===== src/hw/rtl/twc_pkg.sv =====
`timescale 1ns / 1ps
// ----------------------------------------------------------------------------
// Text window console package
// Shared widths, codes, reset values and record types of the console.
// ----------------------------------------------------------------------------
package twc_pkg;

    // Default screen size
    localparam int ROWS_DEF = 25;
    localparam int COLS_DEF = 80;

    // Field widths
    localparam int CMD_W  = 2;
    localparam int CHAR_W = 8;
    localparam int ATTR_W = 8;
    localparam int ROW_W  = 5;
    localparam int COL_W  = 7;

    // Width of window bound arithmetic (sums of two register fields)
    localparam int BND_W = 8;

    // Depth of the command queue between front and back
    localparam int QUEUE_DEPTH = 2;

    // Register port
    localparam int APB_AW    = 5;
    localparam int APB_DW    = 32;
    localparam int REG_IDX_W = 3;

    // Character codes
    localparam logic [CHAR_W-1:0] CHAR_LF    = 8'd10;
    localparam logic [CHAR_W-1:0] CHAR_CR    = 8'd13;
    localparam logic [CHAR_W-1:0] CHAR_SPACE = 8'h20;

    // Register reset values
    localparam logic [ROW_W-1:0]  TOP_RST    = 5'd0;
    localparam logic [ROW_W-1:0]  HEIGHT_RST = 5'd25;
    localparam logic [COL_W-1:0]  LEFT_RST   = 7'd0;
    localparam logic [COL_W-1:0]  WIDTH_RST  = 7'd80;
    localparam logic [ATTR_W-1:0] ATTR_RST   = 8'd7;

    // Host commands
    typedef enum logic [CMD_W-1:0] {
        CMD_PUT   = 2'd0,
        CMD_CLEAR = 2'd1,
        CMD_READ  = 2'd2,
        CMD_NOP   = 2'd3
    } t_cmd;

    // Classified operations handed to the back end
    typedef enum logic [2:0] {
        OP_PUT     = 3'd0,
        OP_NEWLINE = 3'd1,
        OP_CLEAR   = 3'd2,
        OP_READ    = 3'd3,
        OP_NOP     = 3'd4
    } t_op;

    // Register indexes
    typedef enum logic [REG_IDX_W-1:0] {
        REG_WIN_TOP    = 3'd0,
        REG_WIN_HEIGHT = 3'd1,
        REG_WIN_LEFT   = 3'd2,
        REG_WIN_WIDTH  = 3'd3,
        REG_TEXT_ATTR  = 3'd4
    } t_reg_idx;

    // Queue entry
    typedef struct packed {
        t_op               op;
        logic [CHAR_W-1:0] ch;
        logic [ROW_W-1:0]  row;
        logic [COL_W-1:0]  col;
        logic              in_range;
    } t_cmd_rec;

    // Window configuration
    typedef struct packed {
        logic [ROW_W-1:0]  win_top;
        logic [ROW_W-1:0]  win_height;
        logic [COL_W-1:0]  win_left;
        logic [COL_W-1:0]  win_width;
        logic [ATTR_W-1:0] text_attr;
    } t_win_cfg;

endpackage


===== src/hw/rtl/twc_regs.sv =====
`timescale 1ns / 1ps
// ----------------------------------------------------------------------------
// Text window console registers
// APB-style register file holding the window geometry and text attribute.
// ----------------------------------------------------------------------------
module twc_regs (
    input  logic                        i_clk,
    input  logic                        i_rst_n,
    input  logic                        psel,
    input  logic                        penable,
    input  logic                        pwrite,
    input  logic [twc_pkg::APB_AW-1:0]  paddr,
    input  logic [twc_pkg::APB_DW-1:0]  pwdata,
    output logic [twc_pkg::APB_DW-1:0]  prdata,
    output logic                        pready,
    output twc_pkg::t_win_cfg           o_cfg
);
    import twc_pkg::*;

    t_win_cfg r_cfg;
    t_reg_idx reg_idx;
    logic     wr_en;

    assign pready  = 1'b1;
    assign reg_idx = t_reg_idx'(paddr[APB_AW-1:2]);
    assign wr_en   = psel && penable && pwrite && pready;
    assign o_cfg   = r_cfg;

    // Write registers on the access phase
    always_ff @(posedge i_clk) begin
        if (!i_rst_n) begin
            r_cfg.win_top    <= TOP_RST;
            r_cfg.win_height <= HEIGHT_RST;
            r_cfg.win_left   <= LEFT_RST;
            r_cfg.win_width  <= WIDTH_RST;
            r_cfg.text_attr  <= ATTR_RST;
        end else if (wr_en) begin
            unique case (reg_idx)
                REG_WIN_TOP:    r_cfg.win_top    <= pwdata[ROW_W-1:0];
                REG_WIN_HEIGHT: r_cfg.win_height <= pwdata[ROW_W-1:0];
                REG_WIN_LEFT:   r_cfg.win_left   <= pwdata[COL_W-1:0];
                REG_WIN_WIDTH:  r_cfg.win_width  <= pwdata[COL_W-1:0];
                REG_TEXT_ATTR:  r_cfg.text_attr  <= pwdata[ATTR_W-1:0];
                default: ;
            endcase
        end
    end

    // Read back
    always_comb begin
        prdata = '0;
        unique case (reg_idx)
            REG_WIN_TOP:    prdata = APB_DW'(r_cfg.win_top);
            REG_WIN_HEIGHT: prdata = APB_DW'(r_cfg.win_height);
            REG_WIN_LEFT:   prdata = APB_DW'(r_cfg.win_left);
            REG_WIN_WIDTH:  prdata = APB_DW'(r_cfg.win_width);
            REG_TEXT_ATTR:  prdata = APB_DW'(r_cfg.text_attr);
            default:        prdata = '0;
        endcase
    end

endmodule


===== config.mk =====
export PLATFORM = sky130hd
export DESIGN_NAME = twc_regs
export DESIGN_NICKNAME = d
export VERILOG_FILES = /design/src/hw/rtl/twc_pkg.sv /design/src/hw/rtl/twc_regs.sv
export SDC_FILE = /design/constraint.sdc
export NUM_CORES = 1
export LEC_CHECK = 0
export ABC_AREA = 1
export BUFFER_PORTS_ARGS = -buffer_cell sky130_fd_sc_hd__buf_4
export CELL_PAD_IN_SITES_DETAIL_PLACEMENT = 0
export CELL_PAD_IN_SITES_GLOBAL_PLACEMENT = 1
export CORE_UTILIZATION = 32
export CTS_BUF_LIST = sky130_fd_sc_hd__clkbuf_4 sky130_fd_sc_hd__clkbuf_8
export CTS_CLUSTER_DIAMETER = 60
export DETAILED_ROUTE_END_ITERATION = 8
export PLACE_DENSITY_LB_ADDON = 0.1
export SLEW_MARGIN = 20
export SYNTH_ARGS = -nofsm -noshare
export SYNTH_HDL_FRONTEND = slang
export SYNTH_SLANG_ARGS = --single-unit
export TNS_END_PERCENT = 50

===== constraint.sdc =====
create_clock -name i_clk -period 2.4 [get_ports i_clk]
set_input_delay 0.12 -clock i_clk [delete_from_list [all_inputs] [get_ports i_clk]]
set_output_delay 0.12 -clock i_clk [all_outputs]
set_load 0.05 [all_outputs]

======== Word level (Yosys, flattened, before mapping) ========
Index checks and enable logic that the tools add are counted.
cells by class
  equality and inequality tests ........... 4
  muxes and demuxes ....................... 1
  reduce and logical (&&, ||, !) cells .... 8
operators by type and width
  cell                                                                   count
  8-bit one-hot mux with 5 select lines                                  1
  2-bit AND reduction                                                    5
  3-bit by 2-bit equality test with 1-bit output, second input constant  2
  3-bit by 1-bit equality test with 1-bit output, second input constant  1
  3-bit equality test, second input constant                             1
  3-bit zero test                                                        1
  1-bit logical AND                                                      2
word-level totals
  word-level logic and storage cells ...... 18
  bits of input ports ..................... 42
  output and inout bits ................... 65
  bits in registers ....................... 32

======== Logic depth before layout (Yosys ltp) ========
  word-level depth ........................ 3
  gate-level depth with buffers ........... 8
  depth with buffers taken out ............ 6

======== Least setup slack after synthesis ========
Ideal clock, no wire load.
  path kind ............................... register to output
  start ................................... register r_cfg (netlist bit o_cfg[7])
  end ..................................... output prdata[7] (netlist name)
  data arrival time ....................... 1.379 ns
  path buffers ............................ 0
  path slack .............................. 0.901 ns
  stages on the path, launching flop included .. 3
  data required time ...................... 2.280 ns
  cell sequence ........................... dfxtp_1 -> inv_1 -> nor2_1
between the ends
  cells in the longest elaborated chain, start to end .. 1
RTL lines
  what                                   RTL line        text
  start: declaration                     twc_regs.sv:20  t_win_cfg r_cfg;
  8-bit one-hot mux with 5 select lines  twc_regs.sv:52  unique case (reg_idx)
  end: declaration                       twc_regs.sv:14  output logic [twc_pkg::APB_DW-1:0] prdata,
Every way passes these cells.

======== Worst setup path in the final report ========
  start ................................... register r_cfg (netlist bit o_cfg[8])
  end ..................................... output prdata[0] (netlist name)
The elaborated chain is that of the path after synthesis.

==> metrics.json <==
{
  "hold_viol_final": {"value": 0},
  "clockPowerShare": {"value": 0.359},
  "netlist-cell-type-count": {"value": 18},
  "met2RoutedLength": {"value": 2.29, "unit": "mm"},
  "multi_input_comb_area": {"value": 981, "unit": "sq um"},
  "worstSetupEndpointType": {"value": "output port"},
  "crit_arrival": {"value": 1.26, "unit": "ns"},
  "cp-start-kind": {"value": "flop"},
  "layout-drive-gt1-share": {"value": 0.239},
  "clock.fmax": {"value": 727, "unit": "MHz"},
  "syn_avg_cell_area": {"value": 6.62, "unit": "sq um"},
  "hold_class": {"value": "in -> reg"},
  "global_route.overflow_total": {"value": 0},
  "synth_warnings": {"value": 0},
  "power.static_leakage": {"value": 1.13, "unit": "nW"},
  "ys_seq_elements": {"value": 32},
  "cts.sinks": {"value": 32},
  "nNetsFinal": {"value": 372},
  "min_path_cells": {"value": 3},
  "synth.area.top_cells": {"value": "sky130_fd_sc_hd__dfxtp_1 34%, sky130_fd_sc_hd__nand2_1 15%, sky130_fd_sc_hd__nand3_1 12%"},
  "post-cts-setup-buffers": {"value": 0},
  "irDropWorstVdd": {"value": 0.269, "unit": "mV"},
  "ctsLongestPathBuffers": {"value": 2},
  "synth_top_cell_area_share": {"value": 0.343},
  "dieHeight": {"value": 78.4, "unit": "um"},
  "timing.final.ws_setup": {"value": 1.02, "unit": "ns"},
  "critPathMaxFanout": {"value": 3},
  "worst-slew-pin-transition": {"value": 0.688, "unit": "ns"},
  "first_global_vias": {"value": 1591},
  "power-per-cell-area": {"value": 557, "unit": "nW/um^2"},
  "ys_dominant_reg_cell": {"value": "sky130_fd_sc_hd__dfxtp_1"},
  "grt_pass1_wl": {"value": 8.27, "unit": "mm"},
  "reg2regPathDepth": {"value": 2},
  "p_sw_frac": {"value": 0.352},
  "die_w": {"value": 78.4, "unit": "um"},
  "number_of_antenna_violations_at_the_first_check_in_global_routing": {"value": 0},
  "timing.max_slew.rel_slack": {"value": 0.541},
  "worst_ep_required_time": {"value": 2.28, "unit": "ns"},
  "routed-wl-met3": {"value": 281, "unit": "um"},
  "wirelength_met1": {"value": 2.52, "unit": "mm"},
  "postCtsResizedCells": {"value": 0},
  "power.combinational.fraction": {"value": 0.214},
  "layout.core_utilization": {"value": 0.410},
  "synth_async_sr_flop_share": {"value": 0},
  "number_of_drc_violations_after_detailed_routing": {"value": 0},
  "ios": {"value": 107},
  "design_power_total": {"value": 1.27, "unit": "mW"},
  "detailed_place_hpwl": {"value": 3.69, "unit": "mm"},
  "cts_tree": {"value": "yes"},
  "place_worst_setup_slack": {"value": 0.976, "unit": "ns"},
  "synth.yosys.seq_area_share": {"value": 0.343},
  "detailedRoute.firstPassIterationCount": {"value": 4},
  "layout.area.seq": {"value": 641, "unit": "sq um"},
  "dr.first_iter.drc_count": {"value": 135},
  "floorplan.rows": {"value": 27},
  "synth.cell_area": {"value": 1870, "unit": "sq um"},
  "die_area": {"value": 6140, "unit": "sq um"},
  "run_status": {"value": "completed"},
  "hold_buffers": {"value": 0},
  "timing.final.crit_share": {"value": 0.573},
  "worstSetupPathType": {"value": "reg -> out"},
  "num-fill-cells": {"value": 644},
  "final.setup_skew": {"value": 0, "unit": "ns"},
  "vias": {"value": 1765},
  "synth_instances": {"value": 282},
  "number_of_inserted_diodes": {"value": 0},
  "count_of_flip_flops_with_a_built_in_enable_after_synthesis": {"value": 0},
  "cts_made_buffers": {"value": 5},
  "setup_total_negative_slack": {"value": 0, "unit": "ns"},
  "portBuffers": {"value": 55},
  "placed_area": {"value": 2190, "unit": "sq um"},
  "area_growth": {"value": 22.3, "unit": "%"},
  "avgViaCountPerCell": {"value": 4.38},
  "clk_slew_on_worst_s_h_paths": {"value": 0.08, "unit": "ns"},
  "clk_root_buffer_cell": {"value": "sky130_fd_sc_hd__clkbuf_8"},
  "timing.final.crit_period": {"value": 1.38, "unit": "ns"},
  "internal_power_summed_over_all_cells": {"value": 824, "unit": "uW"},
  "largest_register_ffs": {"value": 32},
  "synthDominantAreaCellType": {"value": "sky130_fd_sc_hd__dfxtp_1"},
  "worst_skew_pair.late_latency": {"value": 0.29, "unit": "ns"},
  "post-synth-top-count-cell": {"value": "sky130_fd_sc_hd__nand2_1"},
  "setup_viol_count_final": {"value": 0},
  "gp_routability_congestion": {"value": 0.745},
  "grt_use_total": {"value": 0.179},
  "avgRoutedWirePerCell": {"value": 12.7, "unit": "um"},
  "synth_common_cells": {"value": "77 x sky130_fd_sc_hd__nand2_1, 55 x sky130_fd_sc_hd__nor2_1, 45 x sky130_fd_sc_hd__nand3_1, 32 x sky130_fd_sc_hd__dfxtp_1, 28 x sky130_fd_sc_hd__buf_4"},
  "grt_max_degree": {"value": 33},
  "drt.antenna.violating_nets": {"value": 0},
  "power_frac_seq": {"value": 0.427},
  "net-switching-power": {"value": 448, "unit": "uW"},
  "final_max_slew_viol_count": {"value": 0},
  "wirelength": {"value": 5.13, "unit": "mm"},
  "area_of_the_core_region": {"value": 5570, "unit": "sq um"},
  "start_util": {"value": 0.335},
  "htree_levels": {"value": 2},
  "max_cap_violations": {"value": 0},
  "finish.instance_area": {"value": 2280, "unit": "sq um"},
  "topRoutingLayerUsed": {"value": "met4"},
  "rsz0062_at_grt": {"value": "false"}
}
routing by layer:
| metal | track usage | vias up |
|---|---|---|
| met4 | 0.0611 | 0 |
| met5 | 0 | - |
| li1 | - | 927 |
| met2 | 0.273 | 53 |
| met1 | 0.246 | 781 |
| met3 | 0.0430 | 4 |
power by group through the flow:
| stage | Sequential [mW] | Combinational [mW] | Clock (mW) |
|---|---|---|---|
| floorplan | 0.578 | 0.222 | 0 |
| CTS | 0.543 | 0.274 | 0.470 |
| detailed placement | 0.556 | 0.273 | 0 |
| global route | 0.544 | 0.292 | 0.489 |
| finish | 0.543 | 0.272 | 0.457 |
| global placement | 0.556 | 0.274 | 0 |
through the flow:
stage / std cells / hold WS (ns)
after floorplan: 305 / 0.241
after global placement: 395 / 0.342
after detailed placement: 395 / 0.352
after CTS: 403 / 0.0328
after global routing: 403 / 0.0383
final: 403 / 0.0407
worst max-delay path, cell delays in order (launching register included):
cell	delay (ns)
sky130_fd_sc_hd__dfxtp_1	0.34
sky130_fd_sc_hd__nand4_1	0.09
sky130_fd_sc_hd__nand2_1	0.07
sky130_fd_sc_hd__nor2_1	0.20
sky130_fd_sc_hd__nand2_1	0.08
sky130_fd_sc_hd__buf_4	0.19
cells in the final DEF, fill, tap and decap left out:
master                       synthesis  routed
sky130_fd_sc_hd__dfxtp_1            32      32
sky130_fd_sc_hd__nand2_2             2       2
sky130_fd_sc_hd__nand3_1            45      45
sky130_fd_sc_hd__inv_2               1       1
sky130_fd_sc_hd__nand3_4             2       2
sky130_fd_sc_hd__nor2_1             55      55
sky130_fd_sc_hd__nor2_4              5       5
sky130_fd_sc_hd__inv_1              13      13
sky130_fd_sc_hd__clkbuf_8            0       6
sky130_fd_sc_hd__conb_1              2      25
sky130_fd_sc_hd__nand2_1            77      77
sky130_fd_sc_hd__nor2_2              5       5
sky130_fd_sc_hd__clkinvlp_4          0       2
sky130_fd_sc_hd__buf_4              28      55
sky130_fd_sc_hd__nand4_1             5       5
sky130_fd_sc_hd__inv_6               1       1
path summary, 6_finish.rpt:
check	startpoint	to	slack, ns
setup / recovery	o_cfg[8]	prdata[0]	1.02
hold reg to reg	o_cfg[22]	o_cfg[22]	0.49
setup reg to reg	o_cfg[9]	o_cfg[9]	1.80
hold / removal	pwdata[6]	o_cfg[14]	0.04
cells by family after synthesis:
kind of cell  synth area share
simple gates             0.475
flops                    0.343
buf+inv                  0.178
other cells            0.00402
cell type report:
type,count,share of cell area
clock inverter,2,0.00658
clock buffer,6,0.0362
tap,72,0.0395
multi-input combinational,221,0.430
inverter,15,0.0268
timing repair buffer,55,0.181
sequential,32,0.281
Power figures use the tool's default switching activity.
