<file path="config.mk">
export PLATFORM = sky130hd
export DESIGN_NAME = twc_front_flat
export DESIGN_NICKNAME = d
export VERILOG_FILES = /design/src/hw/rtl/twc_pkg.sv /design/src/hw/rtl/twc_if.sv /design/src/hw/rtl/twc_front.sv /design/src/flat_wrapper.sv
export SDC_FILE = /design/constraint.sdc
export NUM_CORES = 1
export LEC_CHECK = 0
export ABC_AREA = 1
export BUFFER_PORTS_ARGS = -buffer_cell sky130_fd_sc_hd__buf_2
export CAP_MARGIN = 15
export CORE_AREA = 8 8 45 47
export DETAILED_ROUTE_END_ITERATION = 10
export DIE_AREA = 0 0 53 55
export PLACE_DENSITY = 0.68
export SETUP_SLACK_MARGIN = 0.5
export SYNTH_ARGS = -nofsm -noshare
export SYNTH_HDL_FRONTEND = slang
export SYNTH_SLANG_ARGS = --single-unit
</file>
<file path="constraint.sdc">
create_clock -name vclk -period 0.8
set_input_delay 0.08 -clock vclk [all_inputs]
set_output_delay 0.08 -clock vclk [all_outputs]
set_load 0.01 [all_outputs]
</file>
<file path="src/hw/rtl/twc_pkg.sv">
`timescale 1ns / 1ps
// ----------------------------------------------------------------------------
// Text window console package
// Shared widths, codes, reset values and record types of the console.
// ----------------------------------------------------------------------------
package twc_pkg;

    // Default screen size
    localparam int ROWS_DEF = 25;
    localparam int COLS_DEF = 80;

    // Field widths
    localparam int CMD_W  = 2;
    localparam int CHAR_W = 8;
    localparam int ATTR_W = 8;
    localparam int ROW_W  = 5;
    localparam int COL_W  = 7;

    // Width of window bound arithmetic (sums of two register fields)
    localparam int BND_W = 8;

    // Depth of the command queue between front and back
    localparam int QUEUE_DEPTH = 2;

    // Register port
    localparam int APB_AW    = 5;
    localparam int APB_DW    = 32;
    localparam int REG_IDX_W = 3;

    // Character codes
    localparam logic [CHAR_W-1:0] CHAR_LF    = 8'd10;
    localparam logic [CHAR_W-1:0] CHAR_CR    = 8'd13;
    localparam logic [CHAR_W-1:0] CHAR_SPACE = 8'h20;

    // Register reset values
    localparam logic [ROW_W-1:0]  TOP_RST    = 5'd0;
    localparam logic [ROW_W-1:0]  HEIGHT_RST = 5'd25;
    localparam logic [COL_W-1:0]  LEFT_RST   = 7'd0;
    localparam logic [COL_W-1:0]  WIDTH_RST  = 7'd80;
    localparam logic [ATTR_W-1:0] ATTR_RST   = 8'd7;

    // Host commands
    typedef enum logic [CMD_W-1:0] {
        CMD_PUT   = 2'd0,
        CMD_CLEAR = 2'd1,
        CMD_READ  = 2'd2,
        CMD_NOP   = 2'd3
    } t_cmd;

    // Classified operations handed to the back end
    typedef enum logic [2:0] {
        OP_PUT     = 3'd0,
        OP_NEWLINE = 3'd1,
        OP_CLEAR   = 3'd2,
        OP_READ    = 3'd3,
        OP_NOP     = 3'd4
    } t_op;

    // Register indexes
    typedef enum logic [REG_IDX_W-1:0] {
        REG_WIN_TOP    = 3'd0,
        REG_WIN_HEIGHT = 3'd1,
        REG_WIN_LEFT   = 3'd2,
        REG_WIN_WIDTH  = 3'd3,
        REG_TEXT_ATTR  = 3'd4
    } t_reg_idx;

    // Queue entry
    typedef struct packed {
        t_op               op;
        logic [CHAR_W-1:0] ch;
        logic [ROW_W-1:0]  row;
        logic [COL_W-1:0]  col;
        logic              in_range;
    } t_cmd_rec;

    // Window configuration
    typedef struct packed {
        logic [ROW_W-1:0]  win_top;
        logic [ROW_W-1:0]  win_height;
        logic [COL_W-1:0]  win_left;
        logic [COL_W-1:0]  win_width;
        logic [ATTR_W-1:0] text_attr;
    } t_win_cfg;

endpackage

</file>
<file path="src/hw/rtl/twc_if.sv">
`timescale 1ns / 1ps
// ----------------------------------------------------------------------------
// Text window console channels
// Command channel and result channel with valid/ready handshake.
// ----------------------------------------------------------------------------
interface twc_in_if;
    import twc_pkg::*;

    logic              valid;
    logic              ready;
    logic [CMD_W-1:0]  cmd;
    logic [CHAR_W-1:0] char_code;
    logic [ROW_W-1:0]  read_row;
    logic [COL_W-1:0]  read_col;

    modport source (output valid, cmd, char_code, read_row, read_col, input ready);
    modport sink   (input valid, cmd, char_code, read_row, read_col, output ready);
endinterface


</file>
<file path="src/hw/rtl/twc_front.sv">
`timescale 1ns / 1ps
// ----------------------------------------------------------------------------
// Text window console front end
// Accepts host commands and classifies them into queue entries.
// ----------------------------------------------------------------------------
module twc_front #(
    parameter int ROWS = twc_pkg::ROWS_DEF,
    parameter int COLS = twc_pkg::COLS_DEF
) (
    input  logic              i_init_done,
    twc_in_if.sink            i_in,
    input  logic              i_q_full,
    output logic              o_push,
    output twc_pkg::t_cmd_rec o_rec
);
    import twc_pkg::*;

    // Take a transaction whenever the queue has room and memory is cleared
    assign i_in.ready = i_init_done && !i_q_full;
    assign o_push     = i_in.valid && i_in.ready;

    // Classify the command
    always_comb begin
        o_rec.ch       = i_in.char_code;
        o_rec.row      = i_in.read_row;
        o_rec.col      = i_in.read_col;
        o_rec.in_range = (32'(i_in.read_row) < ROWS) && (32'(i_in.read_col) < COLS);
        unique case (t_cmd'(i_in.cmd))
            CMD_PUT: begin
                if (i_in.char_code == CHAR_LF || i_in.char_code == CHAR_CR) begin
                    o_rec.op = OP_NEWLINE;
                end else begin
                    o_rec.op = OP_PUT;
                end
            end
            CMD_CLEAR: o_rec.op = OP_CLEAR;
            CMD_READ:  o_rec.op = OP_READ;
            CMD_NOP:   o_rec.op = OP_NOP;
        endcase
    end

endmodule

</file>
<file path="src/flat_wrapper.sv">
// flat-port wrapper written by rule: the top's interface ports become plain ports
module twc_front_flat import twc_pkg::*;
#(
    parameter int ROWS = twc_pkg::ROWS_DEF,
    parameter int COLS = twc_pkg::COLS_DEF
)
  (i_init_done, i_q_full, o_push, o_rec, i_in_valid, i_in_cmd, i_in_char_code, i_in_read_row, i_in_read_col, i_in_ready);
  twc_in_if i_in_i ();
  input  logic i_init_done;
  input  logic i_q_full;
  output logic o_push;
  output twc_pkg::t_cmd_rec o_rec;
  input wire logic [$bits(i_in_i.valid)-1:0] i_in_valid;
  input wire logic [$bits(i_in_i.cmd)-1:0] i_in_cmd;
  input wire logic [$bits(i_in_i.char_code)-1:0] i_in_char_code;
  input wire logic [$bits(i_in_i.read_row)-1:0] i_in_read_row;
  input wire logic [$bits(i_in_i.read_col)-1:0] i_in_read_col;
  output wire logic [$bits(i_in_i.ready)-1:0] i_in_ready;
  assign i_in_i.valid = i_in_valid;
  assign i_in_i.cmd = i_in_cmd;
  assign i_in_i.char_code = i_in_char_code;
  assign i_in_i.read_row = i_in_read_row;
  assign i_in_i.read_col = i_in_read_col;
  assign i_in_ready = i_in_i.ready;
  twc_front #(.ROWS(ROWS), .COLS(COLS)) u_core (.i_init_done(i_init_done), .i_in(i_in_i), .i_q_full(i_q_full), .o_push(o_push), .o_rec(o_rec));
endmodule
</file>
# Word level (Yosys, flattened, before mapping)
# Index checks and enable logic that the tools add are counted.
# W data, S select, Z words.
# classes
magnitude_cmp	2
n_eq_ne	5
n_mux	2
n_reduce_logical	6
# ops
op	n
$eq A8 B4 Y1 const B	2
$pmux W3 S4	1
$lt A7 B7 Y1 const B	1
$lt A5 B5 Y1 const B	1
$eq A2 B2 Y1 const B	2
$logic_and A1 B1 Y1	3
$eq A2 B1 Y1 const B	1
$logic_not A2 Y1	1
$logic_not A1 Y1	1
$logic_or A1 B1 Y1	1
$mux W1	1
# totals
register_bits	0
in_bits	25
word_cells	15

# Logic depth before layout (Yosys ltp)
# Gate-level depths: netlist of the first run.
# depth
depth_word	4
depth_mapped	8
mapped_depth_nobuf	8

# Worst setup path after synthesis of the first run
# Ideal clock, no wire load.
# synth_timing
kind	input to output
from	input i_in_cmd[0]
to	output o_rec[21] in the netlist's numbering
t_arrival_ns	0.639
t_required_ns	0.720
path_slack_ns	0.081
path_stages	8
path_buffers	0
path_cell_list	inv_1 -> ha_1 -> inv_1 -> nor2_1 -> nand2_1 -> nor2_2 -> nand2_1 -> nand2_1
# synth_rtl
item	line	rtl
start, declared	flat_wrapper.sv:14	input wire logic [$bits(i_in_i.cmd)-1:0] i_in_cmd;
end, declared	flat_wrapper.sv:12	output twc_pkg::t_cmd_rec o_rec;

==> impl_metrics.tcl, run 1 <==
set metrics [dict create \
    fp.dieW_um 53 \
    slew_viol_final 0 \
    drc 0 \
    crit_fanout 2 \
    drv_cap 0 \
    path_cells "buf_12 -> inv_12 -> ha_4 -> inv_2 -> nor2_2 -> nand2_1 -> nor2_2 -> nand2_1 -> nand2_2 -> buf_6" \
    start_kind "input port" \
    arrival_ps 790 \
    hold-path-cell-count 0 \
    hold_violations 0 \
    nets 105 \
    synth_area_leader_cell "buf_4" \
    gr-total-overflow 0 \
    gp_congestion 0.681 \
    regArea_um2 0 \
    post-route-period-util 1.08 \
    start_util 0.212 \
    grt_pass1_vias 423 \
    drt_iter0_drc 2 \
    synth_warnings 0 \
    routed_wl_um 1220 \
    crit_type "input port to output pin" \
    antenna_cells 0 \
    cp-end-kind "output pin" \
    core_region_area_um2 1380 \
    die_area_um2 2920 \
    power.leakage_uw 0.000403 \
    wl_per_cell_um 13.4 \
    yosysTopAreaCellShare 0.513 \
    vdd_drop_max_mv 0.275 \
    fin_setup_tns_ps -66.1 \
    power_density_nw_per_um2 538 \
    finalPower_uw 442 \
    synth_fa_ha_area_frac 0.128 \
    fin_ws_ps -66.1 \
    hp-class "input port to output pin" \
    synth.avg_cell_area_um2 6.23 \
    grt_antenna_before_repair 0 \
    worstPathRequired_ps 720 \
    flops_and_latches 0 \
    first_pass_iters 2 \
    pin_count 51 \
    drive_above_1_share 0.800 \
    ant_nets 0 \
    synth_compound_area_frac 0.0598 \
    grt_use_total 0.0747 \
    setup_viol 1 \
    hold_path.startpoint "i_in_read_col[0]" \
    clock_buffers 0 \
    syn_nets 75 \
    netlist_instances 47 \
    hold_end "o_rec[1]" \
    critPathSlowestCell "buf_12" \
    pre_cts_ws_ps -210 \
    port_buffers 43 \
    synth_top_family_by_area "buffers and inverters" \
    synthesis.area_um2 293 \
    synth.yosys.seq_area_share 0 \
    status "complete, but fails checks" \
    core.rowCount 14 \
    areaGrowthSynthToFinish_pct 181 \
    grt_max_degree 4 \
    tightest_slew_ps 145 \
    ys_top_cells_by_area "buf_4 (51%), ha_1 (13%), inv_1 (9.0%), nand2_1 (9.0%), nor2_1 (3.8%)" \
    max_freq_ghz 1.15 \
    avgViaCountPerCell 4.11 \
    yosys.area_share.simple 0.209 \
    rsz0062_at_grt "yes" \
    hold_buffers 0 \
    violations "negative setup slack" \
    die-height_um 55 \
    synth_mux_area_frac 0 \
    slew_headroom 0.903 \
    dp_hpwl_um 909 \
    cpPeakStageDelay_ps 110 \
    synth_xor_area_frac 0 \
    synth.distinct_cells 12 \
    grt_pass1_wl_um 1780 \
    fin_crit_ps 866 \
    vias 374 \
]
[cell usage after synthesis]
cell	number
buf_4	20
inv_1	7
nand2_1	7
ha_1	3
nor2_1	3
nand3_1	1
nor2_2	1
nor3_1	1
nor3b_1	1
o21a_1	1
o21ai_0	1
o21ai_1	1
[power by group]
group	internal (µW)	switching, µW	total, µW
Sequential	0	0	0
Clock	0	0	0
Combinational	289	153	442
[how the worst max path moves through the flow]
stage | slack (ps) | endpoint | start | depth (start not counted)
floorplan | 110 | o_rec[21] | i_in_cmd[1] | 8
global placement | -210 | o_rec[21] | i_in_cmd[0] | 10
detailed placement | -210 | o_rec[21] | i_in_cmd[0] | 10
CTS | -80 | o_rec[21] | i_in_cmd[1] | 10
global route | -140 | o_rec[21] | i_in_cmd[1] | 10
finish | -70 | o_rec[21] | i_in_cmd[1] | 10
[layout by cell type (no fill, tap or decap)]
cell type   n
buf_6      32
buf_8       9
nand2_1     6
inv_12      3
inv_1       3
buf_4       3
nor2_2      2
o21ai_1     2
ha_4        2
buf_12      2
buf_2       2
inv_2       1
nor2_1      1
nand3_1     1
nand2_2     1
nor2_4      1
nor3b_4     1
nor3_2      1
o21a_1      1
ha_1        1
[worst max-delay path: cells and delay by family]
family	cells	cell delay [ps]
and+or+nand+nor	5	310
adders and majority gates	1	110
buffers and inverters	4	280
[per-layer routing]
metal / vias to the layer above / track usage / part of all wire
met4: 0 / 0 / 0
li1: 177 / - / -
met2: 30 / 0.156 / 0.57
met5: - / 0 / 0
met1: 167 / 0.0588 / 0.24
met3: 0 / 0.0481 / 0.19
[stage by stage]
step / hold WS [ps] / instance area (µm²) / util / instances
floorplan: 186 / 377 / - / 47
global placement: 160 / 477 / 0.344 / 88
detailed placement: 160 / 477 / 0.344 / 88
CTS: 160 / 758 / 0.548 / 89
global route: 160 / 822 / 0.594 / 91
finish: 160 / 822 / 0.594 / 91
[kinds of logic (layout without fill, tap and decap cells)]
| kind of cell | Yosys count | in the layout |
|---|---|---|
| buffers and inverters | 27 | 55 |
| AOI/OAI and AO/OA | 3 | 3 |
| and+or+nand+nor | 14 | 14 |
| adders and majority gates | 3 | 3 |
[area by class of cell]
type | instances | area (µm²)
timing repair buffer | 48 | 568
fill | 111 | 562
multi-input combinational | 20 | 170
inverter | 7 | 63.8
tap | 16 | 20.0
[timing repair]
| action | 4_1_cts | 5_1_grt |
|---|---|---|
| setup endpoints to repair | 22 | 22 |
| pin swaps | 6 | 1 |
| buffers inserted | 1 | 2 |
| gates resized for setup | 52 | 12 |
No activity file was read; power rests on OpenSTA's default activity.
==> run 2, diff against run 1 <==
--- a/config.mk
+++ b/config.mk
@@ -8,9 +8,9 @@
 export ABC_AREA = 1
 export BUFFER_PORTS_ARGS = -buffer_cell sky130_fd_sc_hd__buf_2
 export CAP_MARGIN = 15
-export CORE_AREA = 8 8 45 47
+export CORE_AREA = 2 2 39 41
 export DETAILED_ROUTE_END_ITERATION = 10
-export DIE_AREA = 0 0 53 55
+export DIE_AREA = 0 0 41 43
 export PLACE_DENSITY = 0.68
 export SETUP_SLACK_MARGIN = 0.5
 export SYNTH_ARGS = -nofsm -noshare
==> constraint.sdc (replaced) <==
create_clock -name vclk -period 0.85
set_input_delay 0.085 -clock vclk [all_inputs]
set_output_delay 0.085 -clock vclk [all_outputs]
set_load 0.01 [all_outputs]
==> impl_metrics.tcl, run 2 (same netlist as run 1, synthesis figures left out) <==
set metrics [dict create \
    status "complete, but fails checks" \
    violations "negative setup slack" \
    routed_wl_um 989 \
    start_kind "input port" \
    seq_power_share 0 \
    vias 365 \
    port_buffers 43 \
    nets 106 \
    clock_buffers 0 \
    met1Wirelength_um 245 \
    crit_type "input port to output pin" \
    dpl-instance-area_um2 479 \
    start_util 0.212 \
    timing.hold.ws_ps 170 \
    antenna_cells 0 \
    vdd_drop_max_mv 0.216 \
    flops_and_latches 0 \
    hold_violations 0 \
    fin_cells 92 \
    met3_length_um 119 \
    slew_viol_final 0 \
    die_area_um2 1760 \
    die-height_um 43 \
    dp_cells 90 \
    hold_path.startpoint "i_in_read_col[0]" \
    switchingPower_uw 142 \
    stdcell_area_um2 831 \
    tightest_slew_ps 128 \
    hp-class "input port to output pin" \
    layout_commonest_cell "buf_6" \
    drive_above_1_share 0.789 \
    drt_iter0_drc 2 \
    internal_power_uw 271 \
    max_freq_ghz 1.12 \
    pin_count 51 \
    final_cell_mix "buf_6 (32), buf_8 (9), nand2_1 (6)" \
    fin_setup_tns_ps -41.9 \
    first_pass_iters 2 \
    drv_cap 0 \
    rsz0062_at_grt "yes" \
    gp_congestion 0.606 \
    grt_pass1_wl_um 1470 \
    cp-startpoint "i_in_cmd[1]" \
    core.rowCount 14 \
    slew_headroom 0.914 \
    worstPathRequired_ps 760 \
    crit_fanout 2 \
    regArea_um2 0 \
    power.leakage_uw 0.000409 \
    ant_nets 0 \
    arrival_ps 810 \
    setup_viol 1 \
    drc 0 \
    power_density_nw_per_um2 497 \
    grt_use_total 0.118 \
    met2_length_um 625 \
    core_region_area_um2 1380 \
    power.share.clock 0 \
    grt_pass1_vias 371 \
    grt_antenna_before_repair 0 \
    dp_hpwl_um 675 \
    areaGrowthSynthToFinish_pct 184 \
    post-route-period-util 1.05 \
    fp.dieW_um 41 \
    fin_ws_ps -41.9 \
    avgViaCountPerCell 3.97 \
    switching_share 0.343 \
    wl_per_cell_um 10.8 \
    grt_max_degree 4 \
    highest_layer "met3" \
    combPwrFrac 1.000 \
    fin_crit_ps 892 \
    gr-total-overflow 0 \
    cp-end-kind "output pin" \
]
==> run 2: changes by cell type in the layout (fill, tap and decap cells not counted), sizes merged <==
cell / before / now
buf: 48 / 49
==> run 2: power groups by stage <==
stage	Clock, µW	Combinational [µW]	Sequential [µW]
final	0	413	0
after global routing	0	443	0
after CTS	0	387	0
after detailed placement	0	230	0
after global placement	0	225	0
after floorplan	0	164	0
==> run 2: layer usage <==
layer / track usage / vias up
met1: 0.0886 / 156
met3: 0.0105 / 0
met5: 0 / -
met2: 0.275 / 28
met4: 0 / 0
li1: - / 181
==> run 2: worst max-delay path, cell delays in order <==
cell	delay, ps
buf_12	110
inv_12	40
ha_4	110
inv_2	30
nor2_1	70
nand2_1	70
nor2_2	70
nand2_1	60
nand2_2	60
buf_6	90
==> run 2: through the flow <==
step                 util  setup WS [ps]  total power (µW)
floorplan               -            150               164
global placement    0.346           -159               225
detailed placement  0.346           -162               230
CTS                 0.564          -52.8               387
global route        0.600          -94.4               443
finish              0.600          -41.9               413
==> run 2: layout make-up <==
cell class | instances | area [µm²]
Fill cell | 114 | 553
Inverter | 7 | 63.8
Multi-Input combinational cell | 20 | 174
Tap cell | 16 | 20.0
Timing Repair Buffer | 49 | 573
==> run 2: final timing paths <==
path,end,slack (ps),depth (start not counted)
worst max-delay path,o_rec[21],-40,10
worst min-delay path,o_rec[1],170,0
==> run 2: what timing repair did <==
action,in CTS,in global routing
endpoints found under the setup margin,22,22
hold buffers,0,0
buffers inserted,1,1
resized for setup,55,11
gates cloned,0,0
pin swaps,6,1
