[config.mk]
export PLATFORM = sky130hd
export DESIGN_NAME = twc_queue
export DESIGN_NICKNAME = d
export VERILOG_FILES = /design/src/hw/rtl/twc_pkg.sv /design/src/hw/rtl/twc_queue.sv
export SDC_FILE = /design/constraint.sdc
export NUM_CORES = 1
export LEC_CHECK = 0
export BUFFER_PORTS_ARGS = -buffer_cell sky130_fd_sc_hd__buf_4
export CAP_MARGIN = 20
export CORE_AREA = 4 4 80 82
export DETAILED_ROUTE_END_ITERATION = 10
export DIE_AREA = 0 0 84 86
export GPL_ROUTABILITY_DRIVEN = 0
export MAX_ROUTING_LAYER = met4
export PLACE_DENSITY = 0.54
export SETUP_SLACK_MARGIN = 0.4
export SYNTH_ARGS = -nofsm -noshare
export SYNTH_HDL_FRONTEND = slang
export SYNTH_SLANG_ARGS = --single-unit
[constraint.sdc]
create_clock -name i_clk -period 2.95 [get_ports i_clk]
set_clock_uncertainty 0.05 [all_clocks]
set_input_delay 0.885 -clock i_clk [delete_from_list [all_inputs] [get_ports i_clk]]
set_output_delay 0.885 -clock i_clk [all_outputs]
set_load 0.005 [all_outputs]
[src/hw/rtl/twc_pkg.sv]
`timescale 1ns / 1ps
// ----------------------------------------------------------------------------
// Text window console package
// Shared widths, codes, reset values and record types of the console.
// ----------------------------------------------------------------------------
package twc_pkg;

    // Default screen size
    localparam int ROWS_DEF = 25;
    localparam int COLS_DEF = 80;

    // Field widths
    localparam int CMD_W  = 2;
    localparam int CHAR_W = 8;
    localparam int ATTR_W = 8;
    localparam int ROW_W  = 5;
    localparam int COL_W  = 7;

    // Width of window bound arithmetic (sums of two register fields)
    localparam int BND_W = 8;

    // Depth of the command queue between front and back
    localparam int QUEUE_DEPTH = 2;

    // Register port
    localparam int APB_AW    = 5;
    localparam int APB_DW    = 32;
    localparam int REG_IDX_W = 3;

    // Character codes
    localparam logic [CHAR_W-1:0] CHAR_LF    = 8'd10;
    localparam logic [CHAR_W-1:0] CHAR_CR    = 8'd13;
    localparam logic [CHAR_W-1:0] CHAR_SPACE = 8'h20;

    // Register reset values
    localparam logic [ROW_W-1:0]  TOP_RST    = 5'd0;
    localparam logic [ROW_W-1:0]  HEIGHT_RST = 5'd25;
    localparam logic [COL_W-1:0]  LEFT_RST   = 7'd0;
    localparam logic [COL_W-1:0]  WIDTH_RST  = 7'd80;
    localparam logic [ATTR_W-1:0] ATTR_RST   = 8'd7;

    // Host commands
    typedef enum logic [CMD_W-1:0] {
        CMD_PUT   = 2'd0,
        CMD_CLEAR = 2'd1,
        CMD_READ  = 2'd2,
        CMD_NOP   = 2'd3
    } t_cmd;

    // Classified operations handed to the back end
    typedef enum logic [2:0] {
        OP_PUT     = 3'd0,
        OP_NEWLINE = 3'd1,
        OP_CLEAR   = 3'd2,
        OP_READ    = 3'd3,
        OP_NOP     = 3'd4
    } t_op;

    // Register indexes
    typedef enum logic [REG_IDX_W-1:0] {
        REG_WIN_TOP    = 3'd0,
        REG_WIN_HEIGHT = 3'd1,
        REG_WIN_LEFT   = 3'd2,
        REG_WIN_WIDTH  = 3'd3,
        REG_TEXT_ATTR  = 3'd4
    } t_reg_idx;

    // Queue entry
    typedef struct packed {
        t_op               op;
        logic [CHAR_W-1:0] ch;
        logic [ROW_W-1:0]  row;
        logic [COL_W-1:0]  col;
        logic              in_range;
    } t_cmd_rec;

    // Window configuration
    typedef struct packed {
        logic [ROW_W-1:0]  win_top;
        logic [ROW_W-1:0]  win_height;
        logic [COL_W-1:0]  win_left;
        logic [COL_W-1:0]  win_width;
        logic [ATTR_W-1:0] text_attr;
    } t_win_cfg;

endpackage

[src/hw/rtl/twc_queue.sv]
`timescale 1ns / 1ps
// ----------------------------------------------------------------------------
// Text window console command queue
// Short FIFO that decouples the front end from the back end.
// ----------------------------------------------------------------------------
module twc_queue (
    input  logic              i_clk,
    input  logic              i_rst_n,
    input  logic              i_push,
    input  twc_pkg::t_cmd_rec i_rec,
    output logic              o_full,
    output logic              o_valid,
    input  logic              i_pop,
    output twc_pkg::t_cmd_rec o_rec
);
    import twc_pkg::*;

    localparam int PW    = (QUEUE_DEPTH > 1) ? $clog2(QUEUE_DEPTH) : 1;
    localparam int CNT_W = $clog2(QUEUE_DEPTH + 1);

    t_cmd_rec           r_slot [QUEUE_DEPTH];
    logic [PW-1:0]      r_wr;
    logic [PW-1:0]      r_rd;
    logic [CNT_W-1:0]   r_cnt;
    logic [PW-1:0]      n_wr;
    logic [PW-1:0]      n_rd;

    assign o_full  = (r_cnt == CNT_W'(QUEUE_DEPTH));
    assign o_valid = (r_cnt != '0);
    assign o_rec   = r_slot[r_rd];

    // Wrap pointers at the queue depth
    always_comb begin
        n_wr = (r_wr == PW'(QUEUE_DEPTH - 1)) ? '0 : r_wr + 1'b1;
        n_rd = (r_rd == PW'(QUEUE_DEPTH - 1)) ? '0 : r_rd + 1'b1;
    end

    // Advance pointers and fill count
    always_ff @(posedge i_clk) begin
        if (!i_rst_n) begin
            r_wr  <= '0;
            r_rd  <= '0;
            r_cnt <= '0;
        end else begin
            if (i_push) begin
                r_wr <= n_wr;
            end
            if (i_pop) begin
                r_rd <= n_rd;
            end
            if (i_push && !i_pop) begin
                r_cnt <= r_cnt + 1'b1;
            end else if (!i_push && i_pop) begin
                r_cnt <= r_cnt - 1'b1;
            end
        end
    end

    // Store entries
    always_ff @(posedge i_clk) begin
        if (i_push) begin
            r_slot[r_wr] <= i_rec;
        end
    end

endmodule

======== After elaboration in Yosys (flattened, before gate mapping) ========
Memories as Yosys holds them, arrays and structs flattened. A register that Yosys moved wholly into a read port is not among the register bits.
Index checks and enable logic that the tools add are counted.
word-level totals
  flip-flop bits (word level) ............. 4
  RAM bits ................................ 48
  output and inout bits ................... 26
  word-level logic and storage cells ...... 23
  memories ................................ 1
operators by class
  add/sub/neg operators ................... 4
  equal/unequal tests ..................... 1
  multiplexer cells ....................... 8
  reduce and logical (&&, ||, !) cells .... 6
memories
  memory  words  width  rd ports  clocked after Yosys merged registers in  write ports  line             source
  r_slot  2      24     1         1                                        1            twc_queue.sv:21  t_cmd_rec r_slot [QUEUE_DEPTH];
operators with widths
  cell                                                                 count
  1-bit two-way mux                                                    6
  2-bit two-way mux                                                    2
  2-bit nonzero test                                                   2
  1-bit adder (second input constant)                                  2
  2-bit by 1-bit adder with 2-bit output (second input constant)       1
  2-bit == test (second input constant)                                1
  1-bit logical AND                                                    2
  1-bit zero test                                                      2
  2-bit by 1-bit subtractor with 2-bit output (second input constant)  1

======== Logic depth before layout (Yosys ltp) ========
Gate-level depths: netlist of run 1.
  word-level depth ........................ 4
  gate-level depth with buffers ........... 5
  mapped depth without buffers ............ 5

======== Least setup slack after synthesis of run 1 ========
OpenSTA, ideal clock, no wires.
  path type ............................... input to register
  start point ............................. input port i_push
  end point ............................... memory r_slot[0][0] in the netlist's numbering (enable)
  library setup time ...................... 409 ps
  arrival time ............................ 2022 ps
  slack ................................... 469 ps
  stages on the path ...................... 1
  buffers on the path ..................... 0
  cell sequence ........................... nor2b_1
on the way
  cells in the longest elaborated chain, start to end .. 2
ends and longest elaborated chain
  element                                  line             source
  from (decl)                              twc_queue.sv:9   input logic i_push,
  1-bit two-way mux                        twc_queue.sv:61  if (i_push) begin
  1-bit two-way mux (not written as such)  twc_queue.sv:62  r_slot[r_wr] <= i_rec;
  to (decl)                                twc_queue.sv:21
Every way passes these cells.

==> impl_metrics.env, run 1 <==
export IMPL_cts_inserted_buffers=5
export IMPL_synth_seq_area_share_pct=78.92
export IMPL_overflow=0
export IMPL_finalSetupViolations=0
export IMPL_relSlewSlack_pct=85.01
export IMPL_whs_ps=489.7
export IMPL_grt_antenna_before_repair=0
export IMPL_sequentialPowerShare_pct=56.9
export IMPL_r2r_cells=3
export IMPL_dp_cells=228
export IMPL_period_needed_ps=2316
export IMPL_r2r_start="r_cnt[0]"
export IMPL_cp_start_kind="flip-flop"
export IMPL_min_to="r_cnt[1]"
export IMPL_slew_viol_final=0
export IMPL_cts_resized=0
export IMPL_internal_power_mw=1.236
export IMPL_htree_levels=2
export IMPL_ios=54
export IMPL_coreArea_sq_um=5746
export IMPL_vias=1014
export IMPL_clk_pin_slew_ps=90
export IMPL_grt_pass1_wl_um=5609
export IMPL_num_rows=28
export IMPL_cts_num_sinks=53
export IMPL_fp_dieW_um=84
export IMPL_synth_area_leaders="edfxtp_1 74%, mux2_2 14%, dfxtp_1 5.1%"
export IMPL_rsz0062_at_grt="false"
export IMPL_grt_pass1_vias=1130
export IMPL_via_per_inst=4.297
export IMPL_ys_ff_latch=53
export IMPL_dp_hpwl_um=2480
export IMPL_synth_nets=126
export IMPL_worst_slack_ps=634.0
export IMPL_fp_dieH_um=86
export IMPL_final_util_pct=44.95
export IMPL_drc=0
export IMPL_r2r_end="r_cnt[1]"
export IMPL_synth_top_area_share_pct=73.80
export IMPL_cp_arrival_ps=1380
export IMPL_start_util_pct=33.99
export IMPL_routed_wl_um=3371
export IMPL_area_growth_synth_to_final_pct=32.22
export IMPL_final_period_utilization_pct=78.51
export IMPL_pre_cts_ws_ps=941.5
export IMPL_grt_start_max_net_pins=17
export IMPL_syn_area_sq_um=1953
export IMPL_p_per_area_nw_per_um2=596.7
export IMPL_pwr_share_clk_pct=30.1
export IMPL_drt_iter0_drc=28
export IMPL_leakagePower_nw=0.9806
export IMPL_drive_gt1_share_pct=57.76
export IMPL_placed_cell_area_sq_um=2472
export IMPL_final_cells=236
export IMPL_cap_violations=0
export IMPL_required_ps=2020
export IMPL_antenna_left=0
export IMPL_crit_path_max_fanout=14
export IMPL_synth_warnings=0
export IMPL_post_drt_wl_per_cell_um=14.28
export IMPL_worstHoldPathType="reg2reg"
export IMPL_grtUsageTotal_pct=10.35
export IMPL_postCtsHoldBufs=0
export IMPL_crit_path_end_kind="output port"
export IMPL_die_area_sq_um=7224
export IMPL_switching_share_pct=19.79
export IMPL_max_vdd_ir_drop_uv=261.8
export IMPL_worstHoldPathCells=2
export IMPL_hold_violations=0
export IMPL_root_buffer="clkbuf_8"
export IMPL_synth_cell_types=17
export IMPL_setup_tns_ps=0
export IMPL_drt_pass1_iterations=4
export IMPL_yosys_area_top_type="edfxtp_1"
export IMPL_n_antenna_cell=0
export IMPL_tightest_slew_ps=224.9
export IMPL_hold_start="r_cnt[1]"
export IMPL_syn_inst=97
export IMPL_power_switching_uw=304.9
export IMPL_insertion_delay_ps=290
export IMPL_fin_area_sq_um=2582
export IMPL_status="complete, no violations"
export IMPL_pwr_share_comb_pct=13.1
export IMPL_syn_area_per_cell_sq_um=20.14
export IMPL_io_buffer_count=53
export IMPL_layout_nets=189
export IMPL_r2r_slack_ps=1850
export IMPL_power_mw=1.541
export IMPL_postCtsSetupBuffers=0
export IMPL_max_freq_ghz=0.4318
export IMPL_cts_tree="done"
export IMPL_cts_max_path_buffers=2
export IMPL_critPathKind="reg2out"
logic make-up (layout without fill, tap and decap cells):
kind of cell               after synthesis  after routing  share of synthesized area (%)
adders and majority gates                1              1                         0.6405
buffers and inverters                    4             68                          1.217
xor gates and xnor gates                 3              3                          1.346
DFF                                     53             53                          78.92
muxes                                   24             24                          13.84
AOI/OAI and AO/OA                        3              3                          1.025
and+or+nand+nor                          9              9                          3.011
final cells by class:
| type | instances | area [sq um] |
|---|---|---|
| fill | 545 | 3163 |
| sequential | 53 | 1541 |
| timing repair buffer | 59 | 442.9 |
| multi-input combinational | 40 | 390.4 |
| tap | 75 | 93.84 |
| clock buffer | 5 | 68.82 |
| clock inverter | 3 | 41.29 |
| inverter | 1 | 3.754 |
power groups by stage:
stage                     Clock (mW)  Combinational, mW  Sequential (mW)
after detailed placement           0              0.207            0.894
final                          0.463              0.202            0.876
after CTS                      0.486              0.208            0.877
after global placement             0              0.199            0.891
after floorplan                    0             0.0930            0.890
after global routing           0.510              0.224            0.881
critical path, cell delays in order (launching register included):
cell and delay, ps:
dfxtp_1 340, buf_4 230, mux2_2 380, buf_4 140
worst max-delay path by stage:
stage | start | endpoint
after floorplan | i_push | r_slot[0][0]
after global placement | flip-flop | o_rec[9]
after detailed placement | flip-flop | o_rec[9]
after CTS | flip-flop | o_rec[9]
after global routing | flip-flop | o_rec[9]
final | flip-flop | o_rec[9]
registers in the layout (all words and copies together) (netlist names), named ones only:
signal  cells
r_rd        1
r_wr        1
r_slot     48
r_cnt       2
metal layers:
| metal | vias to the layer above | part of all wire (%) | wire length (um) | GRT usage [%] |
|---|---|---|---|---|
| met1 | 479 | 41 | 1394 | 11.82 |
| met3 | 2 | 7.4 | 248 | 4.131 |
| met5 | - | 0 | 0 | - |
| met2 | 41 | 51 | 1707 | 17.14 |
| met4 | 0 | 0.62 | 21 | 2.632 |
| li1 | 492 | - | - | - |
placed cells by master (no fill, tap or decap):
cell	Yosys	routed
a21boi_1	1	1
and2_1	4	4
and2b_2	1	1
buf_4	2	59
bufinv_16	0	1
clkbuf_8	0	5
clkinv_1	0	1
clkinvlp_4	0	1
dfxtp_1	5	5
edfxtp_1	48	48
ha_1	1	1
inv_1	1	1
mux2_2	24	24
nor2b_1	2	1
nor2b_2	0	1
o21a_1	1	1
o21ai_0	1	1
or2_2	1	1
or3_1	1	1
xnor2_1	1	1
xor2_1	2	2
cells in the mapped netlist:
library cell / count
mux2_2: 24
or2_2: 1
a21boi_1: 1
or3_1: 1
xnor2_1: 1
edfxtp_1: 48
xor2_1: 2
and2b_2: 1
o21ai_0: 1
ha_1: 1
buf_2: 1
buf_4: 2
dfxtp_1: 5
nor2b_1: 2
inv_1: 1
o21a_1: 1
and2_1: 4
Power figures use the tool's default switching activity.
==> inputs of run 2 (changes only) <==
==> constraint.sdc (replaced) <==
create_clock -name i_clk -period 2.2 [get_ports i_clk]
set_clock_uncertainty 0.05 [all_clocks]
set_input_delay 0.66 -clock i_clk [delete_from_list [all_inputs] [get_ports i_clk]]
set_output_delay 0.66 -clock i_clk [all_outputs]
set_load 0.005 [all_outputs]
==> impl_metrics.env, run 2 (synthesis results as in run 1) <==
export IMPL_num_rows=28
export IMPL_hold_violations=0
export IMPL_status="complete, no violations"
export IMPL_cp_arrival_ps=1320
export IMPL_clk_pin_slew_ps=90
export IMPL_cp_start_kind="flip-flop"
export IMPL_critical_path_max_stage_delay_ps=400
export IMPL_fp_dieH_um=86
export IMPL_start_util_pct=33.99
export IMPL_dp_hpwl_um=2391
export IMPL_fp_dieW_um=84
export IMPL_overflow=0
export IMPL_via_per_inst=4.367
export IMPL_required_ps=1490
export IMPL_setup_tns_ps=0
export IMPL_final_cell_mix="48 x edfxtp_1, 42 x buf_4, 16 x buf_6"
export IMPL_cts_num_sinks=53
export IMPL_slew_viol_final=0
export IMPL_postCtsHoldBufs=0
export IMPL_drive_gt1_share_pct=59.88
export IMPL_crit_path_end_kind="output port"
export IMPL_grt_start_max_net_pins=18
export IMPL_leakagePower_nw=1.066
export IMPL_grt_antenna_before_repair=0
export IMPL_whs_ps=472.5
export IMPL_grtUsageTotal_pct=10.00
export IMPL_n_antenna_cell=0
export IMPL_layout_nets=191
export IMPL_rsz0062_at_grt="true"
export IMPL_drc=0
export IMPL_final_period_utilization_pct=92.25
export IMPL_io_buffer_count=53
export IMPL_relSlewSlack_pct=84.86
export IMPL_die_area_sq_um=7224
export IMPL_drt_iter0_drc=52
export IMPL_max_freq_ghz=0.4927
export IMPL_insertion_delay_ps=290
export IMPL_finalSetupViolations=0
export IMPL_drt_pass1_iterations=4
export IMPL_cts_tree="done"
export IMPL_nFillCells=514
export IMPL_largest_reg_flops=48
export IMPL_cap_violations=0
export IMPL_grt_pass1_wl_um=5416
export IMPL_vias=1035
export IMPL_period_needed_ps=2030
export IMPL_worstHoldPathType="reg2reg"
export IMPL_cts_max_path_buffers=2
export IMPL_pre_cts_ws_ps=382.3
export IMPL_routed_wl_um=3503
export IMPL_top_register="r_slot"
export IMPL_max_vdd_ir_drop_uv=401.4
export IMPL_area_growth_synth_to_final_pct=39.78
export IMPL_multi_input_comb_area_sq_um=449.2
export IMPL_grt_pass1_vias=1116
export IMPL_tightest_slew_ps=227.0
export IMPL_ios=54
export IMPL_slowest_stage="dfxtp_4"
export IMPL_post_drt_wl_per_cell_um=14.78
export IMPL_antenna_left=0
export IMPL_worst_slack_ps=170.5
export IMPL_regArea_sq_um=1548
export IMPL_htree_levels=2
export IMPL_path_cells="buf_12, mux2_2, buf_4"
export IMPL_p_per_area_nw_per_um2=739.5
export IMPL_crit_path_max_fanout=9
export IMPL_final_common_cell="edfxtp_1"
export IMPL_cts_inserted_buffers=5
export IMPL_coreArea_sq_um=5746
export IMPL_root_buffer="clkbuf_8"
export IMPL_top_regs="r_slot (48), r_cnt (2)"
export IMPL_critPathKind="reg2out"
run 2: where the power goes:
| part | switching [mW] | internal (mW) | leakage, nW |
|---|---|---|---|
| Combinational | 0.118 | 0.220 | 0.535 |
| Sequential | 0.0224 | 1.16 | 0.493 |
| Clock | 0.285 | 0.214 | 0.0377 |
| Total | 0.425 | 1.59 | 1.07 |
run 2: timing repair:
| action | CTS | global route |
|---|---|---|
| buffers inserted | 0 | 0 |
| gates cloned | 0 | 1 |
| setup endpoints to repair | 24 | 26 |
| gates resized for setup | 21 | 20 |
run 2: layout make-up:
type | instances | share of cell area (%)
clock buffer | 5 | 2.521
clock inverter | 2 | 0.4125
inverter | 1 | 0.1375
multi-input combinational | 40 | 16.45
sequential | 53 | 56.69
tap | 75 | 3.437
timing repair buffer | 61 | 20.35
run 2: through the flow:
| step | instances | power (mW) | area [sq um] | utilization (%) |
|---|---|---|---|---|
| after global routing | 237 | 2.130 | 2730 | 47.52 |
| after floorplan | 97 | 1.319 | 1956 | - |
| after global placement | 229 | 1.466 | 2480 | 43.16 |
| final | 237 | 2.019 | 2730 | 47.52 |
| after detailed placement | 229 | 1.476 | 2480 | 43.16 |
| after CTS | 236 | 2.005 | 2636 | 45.88 |
run 2: layer usage:
layer  share of wire, %  vias to the layer above  GRT usage, %
li1                   -                      494             -
met1                 42                      504         11.60
met2                 52                       35         16.27
met3                6.3                        2         4.035
met4               0.34                        0         2.632
met5                  0                        -             -
run 2: path summary, 6_finish.rpt:
path / start / end / slack, ps / cells past startpoint
hold reg to reg: r_cnt[1] / r_cnt[1] / 470 / 2
setup / recovery: flip-flop / o_rec[12] / 170 / 3
hold / removal: r_cnt[1] / r_cnt[1] / 470 / 2
setup reg to reg: r_wr / r_slot[1][3] / 1080 / 2
run 2: worst max-delay path: cells and delay by family (launching register included):
kind | cells | cell delay (ps)
muxes | 1 | 350
buffers and inverters | 2 | 280
DFF | 1 | 400
==> inputs of run 3 (changes only) <==
--- a/config.mk
+++ b/config.mk
@@ -7,12 +7,14 @@
 export LEC_CHECK = 0
 export BUFFER_PORTS_ARGS = -buffer_cell sky130_fd_sc_hd__buf_4
 export CAP_MARGIN = 20
+export CELL_PAD_IN_SITES_DETAIL_PLACEMENT = 1
+export CELL_PAD_IN_SITES_GLOBAL_PLACEMENT = 2
 export CORE_AREA = 4 4 80 82
 export DETAILED_ROUTE_END_ITERATION = 10
 export DIE_AREA = 0 0 84 86
 export GPL_ROUTABILITY_DRIVEN = 0
 export MAX_ROUTING_LAYER = met4
-export PLACE_DENSITY = 0.54
+export PLACE_DENSITY = 0.72
 export SETUP_SLACK_MARGIN = 0.4
 export SYNTH_ARGS = -nofsm -noshare
 export SYNTH_HDL_FRONTEND = slang
==> impl_metrics.env, run 3 (synthesis results as in run 1) <==
export IMPL_status="complete, no violations"
export IMPL_r2r_end="r_slot[1][18]"
export IMPL_top_regs="r_slot (48), r_cnt (2)"
export IMPL_switching_share_pct=19.10
export IMPL_largest_reg_flops=48
export IMPL_grt_start_max_net_pins=21
export IMPL_final_cells=237
export IMPL_grt_pass1_vias=1236
export IMPL_setup_tns_ps=0
export IMPL_n_antenna_cell=0
export IMPL_htree_levels=2
export IMPL_routed_wl_um=3849
export IMPL_top_register="r_slot"
export IMPL_fp_dieH_um=86
export IMPL_grtUsageTotal_pct=11.32
export IMPL_via_per_inst=4.397
export IMPL_pwr_share_comb_pct=16.1
export IMPL_coreArea_sq_um=5746
export IMPL_final_common_cell="edfxtp_1"
export IMPL_grt_pass1_wl_um=6113
export IMPL_leakagePower_nw=1.145
export IMPL_internal_power_mw=1.857
export IMPL_root_buffer="clkbuf_8"
export IMPL_finalSetupViolations=0
export IMPL_max_freq_ghz=0.4945
export IMPL_final_util_pct=49.98
export IMPL_relSlewSlack_pct=74.74
export IMPL_slew_viol_final=0
export IMPL_area_growth_synth_to_final_pct=47.02
export IMPL_cts_max_path_buffers=2
export IMPL_crit_path_end_kind="output port"
export IMPL_start_util_pct=33.99
export IMPL_cts_num_sinks=53
export IMPL_dp_cells=226
export IMPL_whs_ps=454.8
export IMPL_min_to="r_cnt[1]"
export IMPL_fp_dieW_um=84
export IMPL_final_cell_mix="48 x edfxtp_1, 30 x buf_4, 25 x buf_6"
export IMPL_drc=0
export IMPL_cts_tree="done"
export IMPL_hold_start="r_cnt[1]"
export IMPL_power_mw=2.295
export IMPL_antenna_left=0
export IMPL_num_rows=28
export IMPL_sequentialPowerShare_pct=51.6
export IMPL_cts_inserted_buffers=5
export IMPL_postCtsHoldBufs=0
export IMPL_final_period_utilization_pct=91.92
export IMPL_power_switching_uw=438.2
export IMPL_drt_iter0_drc=80
export IMPL_max_vdd_ir_drop_uv=320.2
export IMPL_worstHoldPathType="reg2reg"
export IMPL_die_area_sq_um=7224
export IMPL_overflow=0
export IMPL_hold_violations=0
export IMPL_rsz0062_at_grt="true"
export IMPL_cp_arrival_ps=1310
export IMPL_required_ps=1490
export IMPL_layout_nets=190
export IMPL_drive_gt1_share_pct=60.49
export IMPL_r2r_start="r_wr"
export IMPL_ios=54
export IMPL_post_drt_wl_per_cell_um=16.24
export IMPL_tightest_slew_ps=377.2
export IMPL_r2r_slack_ps=970
export IMPL_worstHoldPathCells=2
export IMPL_dp_hpwl_um=2764
export IMPL_r2r_cells=2
export IMPL_drt_pass1_iterations=2
export IMPL_pwr_share_clk_pct=32.3
export IMPL_critPathKind="reg2out"
export IMPL_cp_start_kind="flip-flop"
export IMPL_p_per_area_nw_per_um2=799.2
export IMPL_cap_violations=0
export IMPL_crit_path_max_fanout=6
export IMPL_io_buffer_count=53
export IMPL_period_needed_ps=2022
export IMPL_insertion_delay_ps=290
export IMPL_clk_pin_slew_ps=90
export IMPL_grt_antenna_before_repair=0
export IMPL_vias=1042
[run 3: worst max-delay path by stage]
| stage | startpoint | to | slack (ps) | cells after the start |
|---|---|---|---|---|
| 2_1_floorplan | i_push | r_slot[0][0] | 400 | 1 |
| 3_3_place_gp | flip-flop | o_rec[6] | 310 | 3 |
| 3_5_place_dp | flip-flop | o_rec[6] | 280 | 3 |
| 4_1_cts | flip-flop | o_rec[6] | 160 | 3 |
| 5_1_grt | flip-flop | o_rec[17] | 130 | 3 |
| 6_report | flip-flop | o_rec[17] | 180 | 3 |
[run 3: worst max-delay path: stages, from the launching register on]
cell,delay [ps]
dfxtp_4,420
clkbuf_16,170
mux2_4,300
buf_6,120
[run 3: cell type report]
type | instances | area, sq um
fill | 565 | 2874
clock buffer | 5 | 68.82
clock inverter | 3 | 65.06
sequential | 53 | 1548
timing repair buffer | 60 | 611.8
inverter | 1 | 3.754
tap | 75 | 93.84
multi-input combinational | 40 | 480.5
[run 3: per-layer routing]
layer	part of all wire [%]	GRT usage, %
met2	51	19.31
met5	0	-
met1	41	12.54
met4	0.75	3.070
met3	6.8	4.227
[run 3: power groups by stage]
| stage | logic, mW | registers, mW | clock network, mW |
|---|---|---|---|
| 2_1_floorplan | 0.125 | 1.19 | 0 |
| 3_3_place_gp | 0.270 | 1.20 | 0 |
| 3_5_place_dp | 0.277 | 1.20 | 0 |
| 4_1_cts | 0.293 | 1.18 | 0.759 |
| 5_1_grt | 0.399 | 1.19 | 0.808 |
| 6_report | 0.369 | 1.19 | 0.740 |
[run 3: per-stage QoR]
stage | cell area, sq um | worst slack [ps]
after floorplan | 1956 | 400.4
after global placement | 2482 | 312.4
after detailed placement | 2482 | 277.5
after CTS | 2654 | 162.7
after global routing | 2872 | 126.2
final | 2872 | 177.7
[run 3: repair_timing]
action,in CTS,in global routing
hold endpoints to repair,0,0
gates cloned,0,1
endpoints found under the setup margin,24,26
resized for setup,7,52
setup buffers,2,0
